**config.mk**
```make
export PLATFORM = sky130hd
export DESIGN_NAME = ipv4_checksum_filler
export DESIGN_NICKNAME = d
export VERILOG_FILES = /design/src/ipv4cf_pkg.sv /design/src/ipv4cf_front.sv /design/src/ipv4cf_queue.sv /design/src/ipv4cf_back.sv /design/src/ipv4_checksum_filler.sv
export SDC_FILE = /design/constraint.sdc
export NUM_CORES = 1
export LEC_CHECK = 0
export BUFFER_PORTS_ARGS = -buffer_cell sky130_fd_sc_hd__buf_2
export CAP_MARGIN = 15
export CORE_MARGIN = 4
export CORE_UTILIZATION = 55
export CTS_BUF_LIST = sky130_fd_sc_hd__clkbuf_8
export DETAILED_ROUTE_END_ITERATION = 8
export PLACE_DENSITY = 0.71
export SLEW_MARGIN = 20
export SYNTH_ARGS = -nofsm -noshare
export SYNTH_HDL_FRONTEND = slang
export SYNTH_SLANG_ARGS = --single-unit
```
**constraint.sdc**
```tcl
create_clock -name clock -period 12.9 [get_ports clock]
set_clock_uncertainty 0.2 [all_clocks]
set_input_delay 1.29 -clock clock [delete_from_list [all_inputs] [get_ports clock]]
set_output_delay 1.29 -clock clock [all_outputs]
set_load 0.02 [all_outputs]
```
**src/ipv4cf_pkg.sv**
```systemverilog
`timescale 1ns / 1ps
// ----------------------------------------------------------------------------
// ipv4cf_pkg: shared types and constants of the IPv4 checksum filler
// Status codes, protocol numbers, the per-packet summary handed from the
// parser to the finisher, and protocol lookup helpers.
// ----------------------------------------------------------------------------
package ipv4cf_pkg;

   localparam logic [16:0] MAX_LEN    = 17'd65535;  // longest packet handled
   localparam logic [16:0] COUNT_MAX  = 17'h1ffff;  // byte counter saturates here
   localparam logic [5:0]  MIN_HDR    = 6'd20;      // shortest legal header
   localparam logic [16:0] MIN_PKT    = 17'd20;

   localparam logic [7:0] PROTO_ICMP = 8'd1;
   localparam logic [7:0] PROTO_TCP  = 8'd6;
   localparam logic [7:0] PROTO_UDP  = 8'd17;

   localparam logic [4:0] OFF_TCP  = 5'd16;
   localparam logic [4:0] OFF_UDP  = 5'd6;
   localparam logic [4:0] OFF_ICMP = 5'd2;

   localparam logic [15:0] NEED_TCP  = 16'd20;
   localparam logic [15:0] NEED_UDP  = 16'd8;
   localparam logic [15:0] NEED_ICMP = 16'd4;

   localparam int unsigned QUEUE_DEPTH = 4;
   localparam int unsigned QUEUE_AW    = $clog2(QUEUE_DEPTH);

   typedef enum logic [1:0] {
      STATUS_OK        = 2'd0,
      STATUS_MALFORMED = 2'd1,
      STATUS_OVERSIZE  = 2'd2
   } status_type;

   // Everything the finisher needs about one packet
   typedef struct packed {
      logic [16:0] len;
      logic        version_ok;
      logic [5:0]  header_len;
      logic        fragment;
      logic [7:0]  protocol;
      logic        ip_field_zero;
      logic        l4_field_zero;
      logic [20:0] header_sum;
      logic [31:0] transport_sum;
   } summary_type;

   typedef struct packed {
      status_type  status;
      logic        ip_write;
      logic [15:0] ip_checksum;
      logic        l4_write;
      logic [6:0]  l4_offset;
      logic [15:0] l4_checksum;
   } result_type;

   function automatic logic proto_known(input logic [7:0] proto);
      proto_known = (proto == PROTO_TCP) || (proto == PROTO_UDP) || (proto == PROTO_ICMP);
   endfunction

   function automatic logic uses_pseudo(input logic [7:0] proto);
      uses_pseudo = (proto == PROTO_TCP) || (proto == PROTO_UDP);
   endfunction

   // Offset of the transport checksum inside the transport part
   function automatic logic [4:0] l4_field_off(input logic [7:0] proto);
      logic [4:0] off;
      off = 5'd0;
      case (proto)
         PROTO_TCP:  off = OFF_TCP;
         PROTO_UDP:  off = OFF_UDP;
         PROTO_ICMP: off = OFF_ICMP;
         default:    off = 5'd0;
      endcase
      l4_field_off = off;
   endfunction

   function automatic logic [15:0] l4_min_len(input logic [7:0] proto);
      logic [15:0] need;
      need = NEED_ICMP;
      case (proto)
         PROTO_TCP: need = NEED_TCP;
         PROTO_UDP: need = NEED_UDP;
         default:   need = NEED_ICMP;
      endcase
      l4_min_len = need;
   endfunction

endpackage

```
**src/ipv4cf_front.sv**
```systemverilog
`timescale 1ns / 1ps
// ----------------------------------------------------------------------------
// ipv4cf_front: byte parser and running sums
// Takes one packet byte per transaction, captures header fields and keeps
// header and transport word sums; hands a summary over on the last byte.
// ----------------------------------------------------------------------------
module ipv4cf_front (
   input  logic                     clock,
   input  logic                     reset,
   input  logic                     byte_valid,
   input  logic [7:0]               data_byte,
   input  logic                     last_byte,
   output logic                     sum_push,
   output ipv4cf_pkg::summary_type  sum_data
);

   logic [16:0] count_ff, count_in;
   logic [5:0]  hl_ff, hl_in;
   logic        ver_ff, ver_in;
   logic        frag_ff, frag_in;
   logic [7:0]  proto_ff, proto_in;
   logic        ipz_ff, ipz_in;
   logic        l4z_ff, l4z_in;
   logic [7:0]  hb_ff, hb_in;
   logic [20:0] hsum_ff, hsum_in;
   logic [31:0] tsum_ff, tsum_in;

   logic [16:0] pos, word_pos;
   logic        in_range, odd, add_en;
   logic [15:0] word;
   logic [6:0]  tgt0, tgt1;

   // Next values as if this byte were taken; the registers clear on the last byte
   logic [5:0]  hl_n;
   logic        ver_n, frag_n, ipz_n, l4z_n;
   logic [7:0]  proto_n, hb_n;
   logic [20:0] hsum_n;
   logic [31:0] tsum_n;

   always_comb begin
      pos      = count_ff;
      in_range = pos < ipv4cf_pkg::MAX_LEN;
      odd      = pos[0];
      word_pos = {pos[16:1], 1'b0};
      word     = odd ? {hb_ff, data_byte} : {data_byte, 8'd0};
      add_en   = in_range && (odd || last_byte);

      hl_n = hl_ff; ver_n = ver_ff; frag_n = frag_ff; proto_n = proto_ff;
      ipz_n = ipz_ff; l4z_n = l4z_ff; hb_n = hb_ff;
      hsum_n = hsum_ff; tsum_n = tsum_ff;

      tgt0 = {1'b0, hl_ff} + {2'b00, ipv4cf_pkg::l4_field_off(proto_ff)};
      tgt1 = tgt0 + 7'd1;

      if (in_range) begin
         if (pos == 17'd0) begin
            ver_n = data_byte[7:4] == 4'd4;
            hl_n  = {data_byte[3:0], 2'b00};
         end
         if (pos == 17'd6) frag_n = data_byte[4:0] != 5'd0;
         if (pos == 17'd7) frag_n = frag_ff || (data_byte != 8'd0);
         if (pos == 17'd9) proto_n = data_byte;
         if (pos == 17'd10) ipz_n = data_byte == 8'd0;
         if (pos == 17'd11) ipz_n = ipz_ff && (data_byte == 8'd0);
         if ((hl_ff >= ipv4cf_pkg::MIN_HDR) && ipv4cf_pkg::proto_known(proto_ff)) begin
            if (pos == {10'd0, tgt0}) l4z_n = data_byte == 8'd0;
            if (pos == {10'd0, tgt1}) l4z_n = l4z_ff && (data_byte == 8'd0);
         end
         if (!odd) hb_n = data_byte;
      end

      if (add_en) begin
         if (word_pos < {11'd0, hl_n}) hsum_n = hsum_ff + {5'd0, word};
         else                          tsum_n = tsum_ff + {16'd0, word};
         // pseudo-header: source and destination addresses
         if (ipv4cf_pkg::uses_pseudo(proto_n) && word_pos >= 17'd12 && word_pos < 17'd20)
            tsum_n = tsum_n + {16'd0, word};
      end
   end

   always_comb begin
      sum_push = byte_valid && last_byte;
      sum_data.len           = count_in;
      sum_data.version_ok    = ver_n;
      sum_data.header_len    = hl_n;
      sum_data.fragment      = frag_n;
      sum_data.protocol      = proto_n;
      sum_data.ip_field_zero = ipz_n;
      sum_data.l4_field_zero = l4z_n;
      sum_data.header_sum    = hsum_n;
      sum_data.transport_sum = tsum_n;
   end

   always_comb begin
      count_in = (count_ff < ipv4cf_pkg::COUNT_MAX) ? count_ff + 17'd1 : count_ff;
   end

   always_ff @(posedge clock) begin
      if (reset || (byte_valid && last_byte)) begin
         count_ff <= '0; hl_ff <= '0; ver_ff <= 1'b0; frag_ff <= 1'b0;
         proto_ff <= '0; ipz_ff <= 1'b0; l4z_ff <= 1'b0; hb_ff <= '0;
         hsum_ff <= '0; tsum_ff <= '0;
      end else if (byte_valid) begin
         count_ff <= count_in; hl_ff <= hl_in; ver_ff <= ver_in; frag_ff <= frag_in;
         proto_ff <= proto_in; ipz_ff <= ipz_in; l4z_ff <= l4z_in; hb_ff <= hb_in;
         hsum_ff <= hsum_in; tsum_ff <= tsum_in;
      end
   end

   assign hl_in    = hl_n;
   assign ver_in   = ver_n;
   assign frag_in  = frag_n;
   assign proto_in = proto_n;
   assign ipz_in   = ipz_n;
   assign l4z_in   = l4z_n;
   assign hb_in    = hb_n;
   assign hsum_in  = hsum_n;
   assign tsum_in  = tsum_n;

endmodule

```
**src/ipv4cf_queue.sv**
```systemverilog
`timescale 1ns / 1ps
// ----------------------------------------------------------------------------
// ipv4cf_queue: short summary queue
// Decouples the byte parser from the finisher so each side stalls alone.
// ----------------------------------------------------------------------------
module ipv4cf_queue (
   input  logic                     clock,
   input  logic                     reset,
   input  logic                     push,
   input  ipv4cf_pkg::summary_type  push_data,
   output logic                     full,
   input  logic                     pop,
   output logic                     head_valid,
   output ipv4cf_pkg::summary_type  head_data
);

   ipv4cf_pkg::summary_type slot_ff [ipv4cf_pkg::QUEUE_DEPTH];

   logic [ipv4cf_pkg::QUEUE_AW-1:0] wr_ff, wr_in, rd_ff, rd_in;
   logic [ipv4cf_pkg::QUEUE_AW:0]   cnt_ff, cnt_in;

   always_comb begin
      full       = cnt_ff == (ipv4cf_pkg::QUEUE_AW+1)'(ipv4cf_pkg::QUEUE_DEPTH);
      head_valid = cnt_ff != '0;
      head_data  = slot_ff[rd_ff];
      wr_in      = push ? wr_ff + (ipv4cf_pkg::QUEUE_AW)'(1) : wr_ff;
      rd_in      = pop ? rd_ff + (ipv4cf_pkg::QUEUE_AW)'(1) : rd_ff;
      cnt_in     = cnt_ff;
      if (push && !pop) cnt_in = cnt_ff + (ipv4cf_pkg::QUEUE_AW+1)'(1);
      if (!push && pop) cnt_in = cnt_ff - (ipv4cf_pkg::QUEUE_AW+1)'(1);
   end

   always_ff @(posedge clock) begin
      if (reset) begin
         wr_ff  <= '0;
         rd_ff  <= '0;
         cnt_ff <= '0;
      end else begin
         wr_ff  <= wr_in;
         rd_ff  <= rd_in;
         cnt_ff <= cnt_in;
      end
   end

   always_ff @(posedge clock) begin
      if (push) slot_ff[wr_ff] <= push_data;
   end

endmodule

```
**src/ipv4cf_back.sv**
```systemverilog
`timescale 1ns / 1ps
// ----------------------------------------------------------------------------
// ipv4cf_back: packet finisher
// Checks a packet summary, adds the pseudo-header length and protocol, folds
// the sums and holds the result in an output register.
// ----------------------------------------------------------------------------
module ipv4cf_back (
   input  logic                     clock,
   input  logic                     reset,
   input  logic                     head_valid,
   input  ipv4cf_pkg::summary_type  head_data,
   output logic                     pop,
   output logic                     out_valid,
   input  logic                     out_ready,
   output ipv4cf_pkg::result_type   out_data
);

   typedef struct packed {
      ipv4cf_pkg::status_type status;
      logic        ip_write;
      logic [16:0] hsum;
      logic        l4_write;
      logic [6:0]  l4_offset;
      logic [16:0] tsum;
      logic        is_udp;
   } mid_type;

   logic                    a_valid_ff, a_valid_in;
   mid_type                 a_ff, a_in;
   logic                    o_valid_ff, o_valid_in;
   ipv4cf_pkg::result_type  o_ff, o_in;
   logic                    o_free, a_move;

   // stage A: checks and first fold
   logic        oversize, malformed, l4_ok;
   logic [15:0] l4len;
   logic [31:0] tsum_full;
   logic [6:0]  off_abs;

   always_comb begin
      oversize  = head_data.len > ipv4cf_pkg::MAX_LEN;
      malformed = (head_data.len < ipv4cf_pkg::MIN_PKT) || !head_data.version_ok ||
                  (head_data.header_len < ipv4cf_pkg::MIN_HDR) ||
                  (head_data.len < {11'd0, head_data.header_len});
      l4len     = head_data.len[15:0] - {10'd0, head_data.header_len};
      l4_ok     = !head_data.fragment && ipv4cf_pkg::proto_known(head_data.protocol) &&
                  head_data.l4_field_zero &&
                  (l4len >= ipv4cf_pkg::l4_min_len(head_data.protocol));
      tsum_full = head_data.transport_sum;
      if (ipv4cf_pkg::uses_pseudo(head_data.protocol))
         tsum_full = head_data.transport_sum + {24'd0, head_data.protocol} + {16'd0, l4len};
      off_abs   = {1'b0, head_data.header_len} +
                  {2'b00, ipv4cf_pkg::l4_field_off(head_data.protocol)};

      a_in.status    = oversize  ? ipv4cf_pkg::STATUS_OVERSIZE :
                       malformed ? ipv4cf_pkg::STATUS_MALFORMED : ipv4cf_pkg::STATUS_OK;
      a_in.ip_write  = !oversize && !malformed && head_data.ip_field_zero;
      a_in.hsum      = {1'b0, head_data.header_sum[15:0]} + {12'd0, head_data.header_sum[20:16]};
      a_in.l4_write  = !oversize && !malformed && l4_ok;
      a_in.l4_offset = off_abs;
      a_in.tsum      = {1'b0, tsum_full[15:0]} + {1'b0, tsum_full[31:16]};
      a_in.is_udp    = head_data.protocol == ipv4cf_pkg::PROTO_UDP;
   end

   // output stage: second fold, complement, UDP zero rule
   logic [15:0] ip_cs, l4_cs;

   always_comb begin
      ip_cs = ~(a_ff.hsum[15:0] + {15'd0, a_ff.hsum[16]});
      l4_cs = ~(a_ff.tsum[15:0] + {15'd0, a_ff.tsum[16]});
      if (a_ff.is_udp && l4_cs == 16'd0) l4_cs = 16'hffff;
      o_in.status      = a_ff.status;
      o_in.ip_write    = a_ff.ip_write;
      o_in.ip_checksum = a_ff.ip_write ? ip_cs : 16'd0;
      o_in.l4_write    = a_ff.l4_write;
      o_in.l4_offset   = a_ff.l4_write ? a_ff.l4_offset : 7'd0;
      o_in.l4_checksum = a_ff.l4_write ? l4_cs : 16'd0;
   end

   // pipeline flow
   always_comb begin
      o_free     = !o_valid_ff || out_ready;
      a_move     = a_valid_ff && o_free;
      pop        = head_valid && (!a_valid_ff || a_move);
      a_valid_in = pop || (a_valid_ff && !a_move);
      o_valid_in = a_move || (o_valid_ff && !out_ready);
   end

   always_ff @(posedge clock) begin
      if (reset) begin
         a_valid_ff <= 1'b0;
         o_valid_ff <= 1'b0;
      end else begin
         a_valid_ff <= a_valid_in;
         o_valid_ff <= o_valid_in;
      end
   end

   always_ff @(posedge clock) begin
      if (pop)    a_ff <= a_in;
      if (a_move) o_ff <= o_in;
   end

   assign out_valid = o_valid_ff;
   assign out_data  = o_ff;

endmodule

```
**src/ipv4_checksum_filler.sv**
```systemverilog
`timescale 1ns / 1ps
// ----------------------------------------------------------------------------
// ipv4_checksum_filler: IPv4 / TCP / UDP / ICMP checksum offload helper
// Reports the header and transport checksums to fill in for a packet that is
// streamed past one byte at a time; the packet itself is not modified.
// ----------------------------------------------------------------------------
// Use:
//  - req_*: one packet byte per transaction, header first; req_tlast marks
//    the final byte. Bytes may follow back to back, one per cycle, while req_tready
//    is high, and the next packet may start in the cycle after a last byte.
//  - rsp_*: exactly one result transaction per packet: status in rsp_tuser,
//    fill flags, checksums and transport checksum offset in rsp_tdata.
//  - Result path: the summary of the last byte's transaction passes the queue write,
//    the check/fold stage and the output register before the result is offered.
//  - Throughput: one byte per cycle with req_tready high, up to one result per
//    cycle with rsp_tready high; the parser updates its sums as each byte is taken.
//  - A stalled result receiver holds the output and check/fold registers,
//    then fills the four-entry summary queue, so up to six finished packets
//    can wait. While the queue is full req_tready is low for every byte and
//    comes back the cycle after a summary leaves the queue.
//  - Reset (synchronous) empties the queue and pipeline and starts a fresh
//    packet at its first byte.
// ----------------------------------------------------------------------------
module ipv4_checksum_filler (
   input  logic        clock,
   input  logic        reset,
   input  logic        req_tvalid,
   output logic        req_tready,
   input  logic [7:0]  req_tdata,   // [7:0] data_byte
   input  logic        req_tlast,   // last_byte
   output logic        rsp_tvalid,
   input  logic        rsp_tready,
   output logic [47:0] rsp_tdata,   // [0] ip_write, [16:1] ip_checksum, [17] l4_write,
                                    // [24:18] l4_offset, [40:25] l4_checksum, rest zero
   output logic [1:0]  rsp_tuser    // [1:0] status
);

   logic                     q_full, q_push, q_pop, q_valid, byte_take;
   ipv4cf_pkg::summary_type  q_in, q_head;
   ipv4cf_pkg::result_type   res;

   // Only a last byte pushes, but holding off all bytes while full keeps the
   // ready path independent of the payload.
   assign req_tready = !q_full;
   assign byte_take  = req_tvalid && req_tready;

   ipv4cf_front u_front (
      .clock      (clock),
      .reset      (reset),
      .byte_valid (byte_take),
      .data_byte  (req_tdata),
      .last_byte  (req_tlast),
      .sum_push   (q_push),
      .sum_data   (q_in)
   );

   ipv4cf_queue u_queue (
      .clock      (clock),
      .reset      (reset),
      .push       (q_push),
      .push_data  (q_in),
      .full       (q_full),
      .pop        (q_pop),
      .head_valid (q_valid),
      .head_data  (q_head)
   );

   ipv4cf_back u_back (
      .clock      (clock),
      .reset      (reset),
      .head_valid (q_valid),
      .head_data  (q_head),
      .pop        (q_pop),
      .out_valid  (rsp_tvalid),
      .out_ready  (rsp_tready),
      .out_data   (res)
   );

   assign rsp_tuser = res.status;
   assign rsp_tdata = {7'd0, res.l4_checksum, res.l4_offset, res.l4_write,
                       res.ip_checksum, res.ip_write};

endmodule
```
==> results.md <==
- Status: finished, final reports clean
- Routed WL: 66100 um
- Seq/Total Area, Yosys: 0.538
- Share of layout cells above drive strength 1: 0.133
- Cells after Synth: 2408
- DR WL/cell: 20.4 um
- Worst IR drop on VDD: 149 uV
- Overflow after GRT: 0
- First-pass GRT wire length: 104000 um
- Top cells by count, synth: 441 x edfxtp_1, 277 x nand2_1, 181 x nor2_1
- DP Wirelength: 46100 um
- Most frequent cell after synthesis: edfxtp_1
- Post-DR vias/cell: 5.90
- Max-Cap Viols: 0
- Post-synth EDFFs: 441
- Die footprint: 55700 sq um
- CTS tree: built
- Type of origin of the critical path: register
- Via count: 19100
- Clk sinks: 548
- Die Y: 236 um
- GRT Util Overall: 0.235
- Core area: 51400 sq um
- Top FF cell, synth: edfxtp_1
- Htree depth: 3
- Most area-consuming cells after synthesis: edfxtp_1 46%, dfxtp_1 7.5%, mux4_2 6.8%, ha_1 5.6%, xnor2_1 3.8%
- Area growth, synth to finish: 9.68%
- Synth unique cells: 75
- Hold Crit Class: register to register
- Port Buffers: 57
- Met1 Usage GRT: 0.333
- Postcts setup bufs: 0
- Setup Viol. Count Final: 0
- Highest Clock Rate: 0.113 GHz
- Pin count of the biggest net entering global routing: 89
- Starting density of the core: 0.556
- Dpl cells: 3068
- Crit path kind: register to register
- Post-Route Setup TNS: 0 ps
- Met2 GRT Util: 0.379
- Clock Tree Buf Depth: 3
- DRT Pass-1 Iters: 7
- Mean Syn Cell Area: 11.9 sq um
- Fin util: 0.610
- Vias in the first global route: 19100
- Clk slew on worst S/H paths: 60 ps
- CP most frequent cell: o21ai_0
- GR Util met3: 0.0358
- Synth warn: 0
- Post-cts resize count: 0
- Crit-path max cell delay: 740 ps
- CP required: 13090 ps
- Antenna Violating Nets Remaining: 0
- GPL Wtd Cong: 0.898
- Final max-slew violation count: 0
- CTS Hold Buffers Added: 0
- RSZ-0062 raised after global routing: no
- Worst path slowest cell: buf_4
- Post-route DRC: 0
- Rows: 83
- Final critical-path share of the clock period: 0.684
- Fin. Hold Viols: 0
- CTS buffer count: 89
- Fin crit period: 8820 ps
- Mapped Area: 28600 sq um
- Worst endpoint data arrival time: 9010 ps
- Initial antenna violation count: 2
- Initial DRC Count: 1637
- Busiest layer in global routing: met2
- Post-synth top area share: 0.463
- Clock latency at the later pin of the worst-skew pair: 670 ps
- I/O Pins: 65
- Die Span X: 236 um
- Post-synthesis register bit count: 548
- Final non-filler cell total: 3237
- Worst-path maximum fanout: 44
- Worst Setup End Kind: register
- Post-synth ARST share: 0
- Max_slew headroom: 0.245
- Total power: 6.53 mW
- Leakage power: 11.6 nW
- Clock Tree Root: clkbuf_8
- Largest area contributor in the netlist: edfxtp_1
- Worst-margin pin slew: 1130 ps
- PD cells: 208 nW/um^2
- Post-layout nets: 2638
[metrics by stage]
step | instance area [sq um] | hold WS, ps | setup WS (ps)
2_1_floorplan | 28600 | 200 | 3420
3_3_place_gp | 29500 | 208 | 4480
3_5_place_dp | 29500 | 207 | 4180
4_1_cts | 31300 | 220 | 4090
5_1_grt | 31400 | 225 | 3260
6_report | 31400 | 219 | 4080
[state kept, by name, summed over array words and instances (netlist names), named ones only]
register,flops
u_back.a_valid_ff,1
u_front.l4z_ff,1
u_queue.slot_ff,352
u_front.proto_ff,8
u_back.out_valid,1
u_front.ver_ff,1
u_front.hsum_ff,21
u_back.a_ff,46
u_front.ipz_ff,1
u_front.frag_ff,1
u_front.count_ff,17
u_queue.rd_ff,2
u_queue.wr_ff,2
u_front.hb_ff,8
u_queue.cnt_ff,3
u_front.tsum_ff,32
u_back.out_data,43
u_front.hl_ff,6
[cell families after synthesis]
family	after synthesis	share of synthesized area
compound gates	433	0.0947
buf+inv	197	0.0285
xor+xnor	211	0.0646
flops	548	0.538
fa+ha+maj	145	0.0682
other cells	1	0.000131
simple gates	752	0.125
mux	121	0.0810
[cell type report]
class / count / area, sq um
antenna: 2 / 5.00
clock buffer: 101 / 1390
clock inverter: 65 / 440
fill: 4007 / 20000
inverter: 93 / 349
multi-input combinational: 1669 / 12500
sequential: 548 / 15400
tap: 680 / 851
timing repair buffer: 79 / 463
[metal layers]
metal | vias to the layer above | share of wire
li1 | 9008 | -
met1 | 9402 | 0.45
met2 | 572 | 0.47
met3 | 101 | 0.057
met4 | 0 | 0.022
met5 | - | 0
[layout by cell type, fill, tap and decap left out, types with 7 or more instances in the layout]
| master | instances |
|---|---|
| o211ai_1 | 10 |
| a21boi_0 | 11 |
| xnor2_1 | 124 |
| nor2_1 | 181 |
| mux4_2 | 86 |
| and3_1 | 29 |
| clkinv_2 | 8 |
| buf_4 | 21 |
| mux2_2 | 22 |
| ha_1 | 127 |
| clkinv_1 | 14 |
| nor3_1 | 39 |
| xor2_1 | 87 |
| mux2i_1 | 13 |
| a21oi_1 | 126 |
| conb_1 | 7 |
| edfxtp_1 | 441 |
| nor2b_1 | 19 |
| nand4_1 | 21 |
| nand2b_1 | 9 |
| o21ai_0 | 112 |
| nor4_1 | 12 |
| buf_2 | 57 |
| a21o_1 | 22 |
| dfxtp_1 | 105 |
| inv_1 | 123 |
| and2_1 | 48 |
| fa_1 | 18 |
| o21a_1 | 39 |
| nand2_1 | 276 |
| o21bai_1 | 12 |
| a211oi_1 | 17 |
| clkbuf_8 | 101 |
| a31oi_1 | 26 |
| o31ai_1 | 14 |
| or3_1 | 15 |
| or4_1 | 10 |
| nand3_1 | 48 |
[final timing paths]
| path | startpoint | to | slack, ps | cells past startpoint |
|---|---|---|---|---|
| worst max-delay path | register | u_back.a_ff[15] | 4080 | 34 |
| worst min-delay path | u_back.a_ff[44] | u_back.out_data[41] | 220 | 0 |
| worst max register to register | register | u_back.a_ff[15] | 4080 | 34 |
| worst min register to register | u_back.a_ff[44] | u_back.out_data[41] | 220 | 0 |
[worst max-delay path, delay by kind of cell (launching register included)]
kind | cells | cell delay [ps]
muxes | 1 | 630
and+or+nand+nor | 5 | 840
buffers and inverters | 2 | 800
adders and majority gates | 5 | 1570
xor gates and xnor gates | 3 | 470
AOI/OAI and AO/OA | 18 | 3470
DFF | 1 | 540
[report_power, final]
group	total, mW	switching [mW]	internal (mW)
clock network	1.52	0.694	0.824
registers	2.39	0.156	2.23
logic	2.62	1.53	1.09
No activity file was read; power rests on OpenSTA's default activity.
